## config.mk

```make
export PLATFORM = sky130hd
export DESIGN_NAME = lfxlms_ctrl
export DESIGN_NICKNAME = d
export VERILOG_FILES = /design/src/rtl/lfxlms_pkg.sv /design/src/rtl/lfxlms_ctrl.sv
export SDC_FILE = /design/constraint.sdc
export NUM_CORES = 1
export LEC_CHECK = 0
export ABC_AREA = 1
export BUFFER_PORTS_ARGS = -buffer_cell sky130_fd_sc_hd__buf_2
export CORE_AREA = 3 3 40 42
export DETAILED_ROUTE_END_ITERATION = 10
export DIE_AREA = 0 0 43 45
export GPL_TIMING_DRIVEN = 0
export PLACE_DENSITY = 0.51
export SYNTH_ARGS = -nofsm -noshare
export SYNTH_HDL_FRONTEND = slang
export SYNTH_SLANG_ARGS = --single-unit
```

## constraint.sdc

```tcl
create_clock -name clk -period 1.6 [get_ports clk]
set_input_delay 0.32 -clock clk [delete_from_list [all_inputs] [get_ports clk]]
set_output_delay 0.32 -clock clk [all_outputs]
set_load 0.02 [all_outputs]
```

## src/rtl/lfxlms_pkg.sv

```systemverilog
// Shared types and constants for the leaky filtered-x LMS adaptive FIR core.
package lfxlms_pkg;

    localparam int DEFAULT_TAP_COUNT = 128;
    localparam int SAMPLE_W          = 16;
    localparam int WEIGHT_W          = 32;
    localparam int LEAK_W            = 16;
    localparam logic [LEAK_W-1:0] LEAK_RESET = 16'hFFFF;

    // Commands from the controller to the datapath.
    typedef struct packed {
        logic capture;   // latch the input word
        logic load;      // write delay lines, form mu*error, clear accumulator
        logic issue;     // read one tap and advance the tap counter
        logic finish;    // round and saturate the output, advance position
    } cmd_t;

    // Status from the datapath to the controller.
    typedef struct packed {
        logic last_tap;  // tap counter points at the final tap
    } status_t;

endpackage

```

## src/rtl/lfxlms_ctrl.sv

```systemverilog
// Sequencer for one sample: load, tap sweep, pipeline drain, output.
module lfxlms_ctrl (
    input  logic                clk,
    input  logic                rst_n,
    input  logic                s_tvalid,
    output logic                s_tready,
    output logic                m_tvalid,
    input  logic                m_tready,
    output lfxlms_pkg::cmd_t    cmd,
    input  lfxlms_pkg::status_t status
);

    localparam logic [2:0] ST_IDLE   = 3'd0;
    localparam logic [2:0] ST_LOAD   = 3'd1;
    localparam logic [2:0] ST_SWEEP  = 3'd2;
    localparam logic [2:0] ST_DRAIN  = 3'd3;
    localparam logic [2:0] ST_FINISH = 3'd4;

    // Read, multiply and update stages behind the last issued tap.
    localparam logic [1:0] DRAIN_LAST = 2'd2;

    logic [2:0] state_reg, state_next;
    logic [1:0] drain_reg, drain_next;
    logic       out_valid_reg, out_valid_next;
    logic       out_free;

    assign out_free = !out_valid_reg || m_tready;

    always_comb
    begin
        state_next     = state_reg;
        drain_next     = drain_reg;
        out_valid_next = out_valid_reg;
        cmd            = '0;
        if (out_valid_reg && m_tready)
        begin
            out_valid_next = 1'b0;
        end
        unique case (state_reg)
            ST_IDLE:
            begin
                if (s_tvalid)
                begin
                    cmd.capture = 1'b1;
                    state_next  = ST_LOAD;
                end
            end
            ST_LOAD:
            begin
                cmd.load   = 1'b1;
                state_next = ST_SWEEP;
            end
            ST_SWEEP:
            begin
                cmd.issue = 1'b1;
                if (status.last_tap)
                begin
                    drain_next = '0;
                    state_next = ST_DRAIN;
                end
            end
            ST_DRAIN:
            begin
                drain_next = drain_reg + 2'd1;
                if (drain_reg == DRAIN_LAST)
                begin
                    state_next = ST_FINISH;
                end
            end
            ST_FINISH:
            begin
                // hold the result until the output register is free
                if (out_free)
                begin
                    cmd.finish     = 1'b1;
                    out_valid_next = 1'b1;
                    state_next     = ST_IDLE;
                end
            end
            default:
            begin
                state_next = ST_IDLE;
            end
        endcase
    end

    always_ff @(posedge clk or negedge rst_n)
    begin
        if (!rst_n)
        begin
            state_reg     <= ST_IDLE;
            drain_reg     <= '0;
            out_valid_reg <= 1'b0;
        end
        else
        begin
            state_reg     <= state_next;
            drain_reg     <= drain_next;
            out_valid_reg <= out_valid_next;
        end
    end

    assign s_tready = (state_reg == ST_IDLE);
    assign m_tvalid = out_valid_reg;

    a_accept_loads: assert property (@(posedge clk) disable iff (!rst_n)
        s_tvalid && s_tready |=> state_reg == ST_LOAD)
        else $error("accepted word did not start a load");

    a_last_tap_drains: assert property (@(posedge clk) disable iff (!rst_n)
        state_reg == ST_SWEEP && status.last_tap |=> state_reg == ST_DRAIN)
        else $error("sweep did not stop at the last tap");

    a_no_overwrite: assert property (@(posedge clk) disable iff (!rst_n)
        cmd.finish |-> !out_valid_reg || m_tready)
        else $error("result overwritten before it was taken");

    a_valid_from_finish: assert property (@(posedge clk) disable iff (!rst_n)
        $rose(out_valid_reg) |-> $past(state_reg == ST_FINISH))
        else $error("output valid raised outside finish");

endmodule

```

==> results by group, run 1 <==
Floorplanning
  – Core box area: 1285 um2
  – Initial core utilization: 29.50%
  – Die Y: 45 um
  – Die Width: 43 um
  – I/O pin cnt: 11
  – Die area: 1935 um2
  – FP Rows: 13

Global routing
  – Vias in the first global route: 330
  – Grt total ovfl: 0
  – Tot GR Track Use: 8.221%
  – Antenna violations before repair: 0
  – First-pass GRT wire length: 1159 um
  – Largest net degree at the start of global routing: 10

Worst hold path
  – Worst hold path class: input pin to flip-flop

Clocking
  – Setup Fix Bufs, Post-CTS: 0
  – H-tree depth: 1
  – Clk sinks: 6
  – Clock slew at reported path FFs: 0.04 ns
  – Total CTS buffers: 3
  – CTS root buffer: clkbuf_4
  – Bufs on Longest Clock Path: 2
  – Clock latency on the worst-skew pair: 0.24 ns
  – CTS tree: done

Synthesis
  – Yosys top cell by area: dfrtp_1
  – Most frequent cell after synthesis: nand2_1
  – Synth cell count leaders: nand2_1 (13), inv_1 (10), nand3_1 (7), nor2_1 (7), dfrtp_1 (6)
  – Syn nets: 61
  – Prevailing post-synth register cell: dfrtp_1
  – Yosys cell types: 13
  – Ys Warns: 0
  – Synth top area share: 39.60%
  – EDFF count, synth: 0
  – Mapped Area: 379.1 um2
  – Sequential area share after synthesis: 39.60%
  – Mean area per synthesized cell: 6.893 um2
  – Synth async-reset ratio: 100.0%
  – Synth area leaders: dfrtp_1 (40%), nand2_1 (13%), inv_1 (9.9%), nand3_1 (9.2%), nor2_1 (6.9%)
  – Post-Synthesis Cells: 55
  – Yosys reg bits: 6

Pwr
  – Pwr Total: 999.8 uW
  – PD cells: 2054 nW/um2
  – Static leakage: 0.2902 nW
  – Peak VDD IR: 0.5964 mV

Timing
  – Max Fclk: 0.6625 GHz
  – Worst Skew: 0.001580 ns
  – Post-route clock period utilization: 94.34%
  – RSZ-0062 raised after global routing: no
  – TNS Setup: 0 ns
  – Final Max Slew Viols: 0
  – Slew Limit Headroom: 83.22%
  – Final hold violations: 0
  – Worst-Margin Slew: 0.2517 ns
  – Final setup vio count: 0
  – Fin crit period: 1.509 ns

Cells and area
  – Nets: 77
  – Flip-flop count of the largest register after layout: 3
  – Design area: 486.7 um2
  – Layout cells sized above 1: 30.43%
  – Final core occ: 37.88%
  – Fill count: 155
  – Non-Filler Instances: 84
  – Antenna Cells: 0
  – Area Growth Syn to Fin: 28.38%

Outcome
  – Status: finished, final reports clean

Placed design
  – Placed insts: 80
  – # port buffers: 10
  – Post-DP HPWL: 583.9 um
  – Area of placed instances: 447.9 um2
  – Placer Congestion: 0.7096

Detailed routing
  – DR vias: 355
  – Routed len/inst: 8.464 um
  – DRT antenna net count: 0
  – Routed WL: 711 um
  – DRC errors left: 0
  – Via/cell ratio: 4.226
  – 1st-pass router iterations: 4
  – DR iter-0 viols: 5

Critical path
  – CP top delay family: flip-flops
  – CP cell instances: nor2_4 -> nand2_1 -> nor2_1 -> buf_2
  – Worst setup SP type: flip-flop
  – WP buf/inv: 1
  – CP Class: flip-flop to output pin
  – Max incr delay on CP: 0.45 ns
  – CP Data Arrival Time: 1.19 ns
  – Critical path's slowest cell: dfrtp_1
  – CP Max Fanout: 5
  – Crit path required time: 1.28 ns
  – CP Capture Type: output pin

Run
  – Maxcap violations: 0
-- per-stage QoR --
step                hold slack (ns)  worst slack [ns]
floorplan                   0.02441            0.3011
global placement             0.1485            0.2793
detailed placement           0.1485            0.2609
CTS                          0.3292          0.003968
global route                 0.3429          0.002813
finish                       0.3308           0.09063
-- report_power, final --
group / switching (mW) / internal, mW
Combinational: 0.360 / 0.213
Clock: 0.0515 / 0.0846
Sequential: 0.0677 / 0.223
Total: 0.479 / 0.521
-- layout make-up --
cell class              instances  area [um2]  share of cell area (%)
multi-input cells              36       177.7                   36.50
flip-flops and latches          6       151.4                   31.11
repair buffers                 11       60.06                   12.34
inverters                      12       45.04                   9.254
clock buffers                   3       22.52                   4.627
well taps                      15       18.77                   3.856
plain buffers                   1       11.26                   2.314
-- per-layer routing --
metal  global-route usage (%)  vias up  wire length (um)  share of wire (%)
met5                        0        -                 0                  0
met4                    1.807        0                 0                  0
met3                    4.781        0                41                5.8
met2                    14.97        5               361                 51
met1                    8.128      155               307                 43
li1                         -      195                 -                  -
-- worst register-to-register path, delay by kind of cell (launching register included) --
kind                   cells  cell delay [ns]
buffers and inverters      2             0.18
DFF                        1             0.36
and+or+nand+nor            5             0.47
-- cells by family after synthesis --
group / share of synthesized area [%]
compound gates: 5.278
fa+ha+maj: 3.300
buf+inv: 14.85
flops: 39.60
simple gates: 36.97
-- cells in the final DEF (no fill, tap or decap), types with 3 or more instances in the layout --
cell type,netlist,final
buf_2,0,10
clkbuf_4,0,3
nand3_1,7,7
inv_1,10,10
o21ai_1,3,3
nor2_1,7,7
dfrtp_1,6,5
nand2_1,13,13
-- worst paths after layout --
path	startpoint	end	slack (ns)	cells after the start
hold / removal	m_tready	m_tvalid	0.33	4
hold reg to reg	drain_reg[0]	drain_reg[0]	0.48	1
max in group asynchronous	rst_n	state_reg[0]	1.02	2
min in group asynchronous	rst_n	state_reg[0]	0.42	2
setup / recovery	state_reg[2]	cmd[3]	0.09	4
setup reg to reg	state_reg[1]	state_reg[1]	0.48	7
-- what timing repair did --
item,4_1_cts,5_1_grt
endpoints found under the hold margin,6,0
endpoints found under the setup margin,0,3
hold buffers,1,0
resized for setup,0,2
Power figures use the tool's default switching activity.
==> run 2: changes to the inputs <==
==> constraint.sdc (replaced) <==
create_clock -name clk -period 1.6 [get_ports clk]
set_input_delay 0 -clock clk [delete_from_list [all_inputs] [get_ports clk]]
set_output_delay 0 -clock clk [all_outputs]
set_load 0.02 [all_outputs]
==> run 2 against run 1 <==
Sequential cell count unchanged. Wire length down 0.28%. Global-route usage unchanged. Utilization down 0.49 points. Non-clock buffer count unchanged. Largest cell class unchanged. Register-to-register slack worse by 0.06 ns. Highest routed layer unchanged. Combinational power down 1%. Hold slack worse by 0.32 ns.
==> results by group, run 2 (synthesis gave the netlist of run 1 again) <==
Critical path
  – WP buf/inv: 1 (unchanged)
  – Crit path required time: 1.60 ns (was 1.28 ns)
  – CP cell instances: nor2_2 -> nand2_1 -> nor2_1 -> buf_2 (was nor2_4 -> nand2_1 -> nor2_1 -> buf_2)
  – CP Class: flip-flop to output pin (unchanged)
  – CP Capture Type: output pin (unchanged)
  – Max incr delay on CP: 0.43 ns (was 0.45 ns)
  – CP Max Fanout: 5 (unchanged)
  – CP top delay family: flip-flops (unchanged)
  – CP Data Arrival Time: 1.26 ns (was 1.19 ns)
  – Worst setup SP type: flip-flop (unchanged)
  – Critical path's slowest cell: dfrtp_1 (unchanged)

Cells and area
  – Flip-flop count of the largest register after layout: 3 (unchanged)
  – Commonest non-fill, non-tap cell in the layout: nand2_1 (unchanged)
  – Area Growth Syn to Fin: 26.73% (was 28.38%)
  – Antenna Cells: 0 (unchanged)
  – Nets: 77 (unchanged)
  – Layout cells sized above 1: 28.99% (was 30.43%)
  – Non-Filler Instances: 84 (unchanged)
  – Design area: 480.5 um2 (was 486.7 um2)
  – Commonest non-fill, non-tap cells in the layout: nand2_1 (13), inv_1 (10), buf_2 (10) (unchanged)
  – Fill count: 157 (was 155)

Pwr
  – Static leakage: 0.2900 nW (was 0.2902 nW)
  – PD cells: 2044 nW/um2 (was 2054 nW/um2)
  – Peak VDD IR: 0.5914 mV (was 0.5964 mV)

Timing
  – TNS Setup: 0 ns (unchanged)
  – Fin crit period: 1.260 ns (was 1.509 ns)
  – Post-route clock period utilization: 78.73% (was 94.34%)
  – Final setup vio count: 0 (unchanged)
  – Final Max Slew Viols: 0 (unchanged)
  – Final hold violations: 0 (unchanged)
  – Worst Skew: 0.001582 ns (was 0.001580 ns)
  – Worst-Margin Slew: 0.2309 ns (was 0.2517 ns)
  – Max Fclk: 0.7938 GHz (was 0.6625 GHz)
  – Slew Limit Headroom: 84.59% (was 83.22%)
  – RSZ-0062 raised after global routing: no (unchanged)

Detailed routing
  – Routed len/inst: 8.440 um (was 8.464 um)
  – Routed WL: 709 um (was 711 um)
  – DR vias: 356 (was 355)
  – DRT antenna net count: 0 (unchanged)
  – DRC errors left: 0 (unchanged)
  – 1st-pass router iterations: 4 (unchanged)
  – Via/cell ratio: 4.238 (was 4.226)
  – DR iter-0 viols: 6 (was 5)

Floorplanning
  – Core box area: 1285 um2 (unchanged)
  – Initial core utilization: 29.50% (unchanged)
  – Die Y: 45 um (unchanged)
  – Die area: 1935 um2 (unchanged)
  – I/O pin cnt: 11 (unchanged)
  – FP Rows: 13 (unchanged)
  – Die Width: 43 um (unchanged)

Clocking
  – Clock latency on the worst-skew pair: 0.24 ns (about the same)
  – CTS resizes: 0 (unchanged)
  – Clk sinks: 6 (unchanged)
  – H-tree depth: 1 (unchanged)
  – Setup Fix Bufs, Post-CTS: 0 (unchanged)
  – CTS tree: done (unchanged)
  – Bufs on Longest Clock Path: 2 (unchanged)
  – Total CTS buffers: 3 (unchanged)
  – CTS root buffer: clkbuf_4 (unchanged)
  – Clock slew at reported path FFs: 0.04 ns (about the same)
  – Post-CTS Hold Fix Bufs: 1 (unchanged)

Global routing
  – Vias in the first global route: 330 (unchanged)
  – Antenna violations before repair: 0 (unchanged)
  – Grt total ovfl: 0 (unchanged)
  – Tot GR Track Use: 8.221% (unchanged)
  – First-pass GRT wire length: 1159 um (unchanged)
  – Largest net degree at the start of global routing: 10 (unchanged)

Placed design
  – Area of placed instances: 447.9 um2 (unchanged)
  – Post-DP HPWL: 583.9 um (unchanged)
  – Placer Congestion: 0.7096 (unchanged)
  – # port buffers: 10 (unchanged)
  – Placed insts: 80 (unchanged)

Outcome
  – Status: finished, final reports clean (unchanged)

Run
  – Maxcap violations: 0 (unchanged)

Worst hold path
  – Worst hold path class: input pin to flip-flop (unchanged)
## run 2: cell counts in the layout (fill, tap and decap cells not counted)
No cell type changed its count.
## run 2: tightest hold or removal path, delay by kind of cell
family                 cells  cell delay, ns
buffers and inverters      2            0.12
and+or+nand+nor            2            0.09
## run 2: final timing paths
check | slack [ns] | start | endpoint | cells past startpoint
worst min register to register | 0.48 | drain_reg[0] | drain_reg[0] | 1
max in group asynchronous | 1.36 | rst_n | state_reg[1] | 2
worst min-delay path | 0.01 | m_tready | m_tvalid | 4
min in group asynchronous | 0.10 | rst_n | state_reg[0] | 2
worst max register to register | 0.42 | state_reg[0] | state_reg[1] | 6
worst max-delay path | 0.34 | state_reg[0] | cmd[3] | 4
## run 2: power breakdown
group / switching, mW / internal (mW) / total [mW] / leakage, nW
Clock: 0.0515 / 0.0846 / 0.136 / 0.0138
Sequential: 0.0608 / 0.221 / 0.281 / 0.0773
Combinational: 0.359 / 0.206 / 0.565 / 0.199
Total: 0.471 / 0.511 / 0.982 / 0.290
## run 2: metrics by stage
stage,utilization (%),hold WS [ns],power [mW],setup WS [ns]
5_1_grt,37.39,0.02287,1.088,0.2324
3_3_place_gp,34.86,-0.1715,0.8521,0.4339
3_5_place_dp,34.86,-0.1715,0.8564,0.4152
6_report,37.39,0.01084,0.9821,0.3403
4_1_cts,37.39,0.009222,1.001,0.3240
2_1_floorplan,-,-0.2956,0.7129,0.5435
## run 2: final cells by class
cell class | instances | area [um2] | area share (%)
plain buffers | 1 | 11.26 | 2.344
clock buffers | 3 | 22.52 | 4.687
inverters | 12 | 45.04 | 9.375
multi-input cells | 36 | 172.7 | 35.94
flip-flops and latches | 6 | 150.1 | 31.25
well taps | 15 | 18.77 | 3.906
repair buffers | 11 | 60.06 | 12.50
## run 2: metal layers
layer  vias up  global-route usage (%)  share of wire, %
li1        195                       -                 -
met2         5                   14.97                50
met1       156                   8.128                44
met5         -                       0                 0
met4         0                   1.807                 0
met3         0                   4.781               5.8
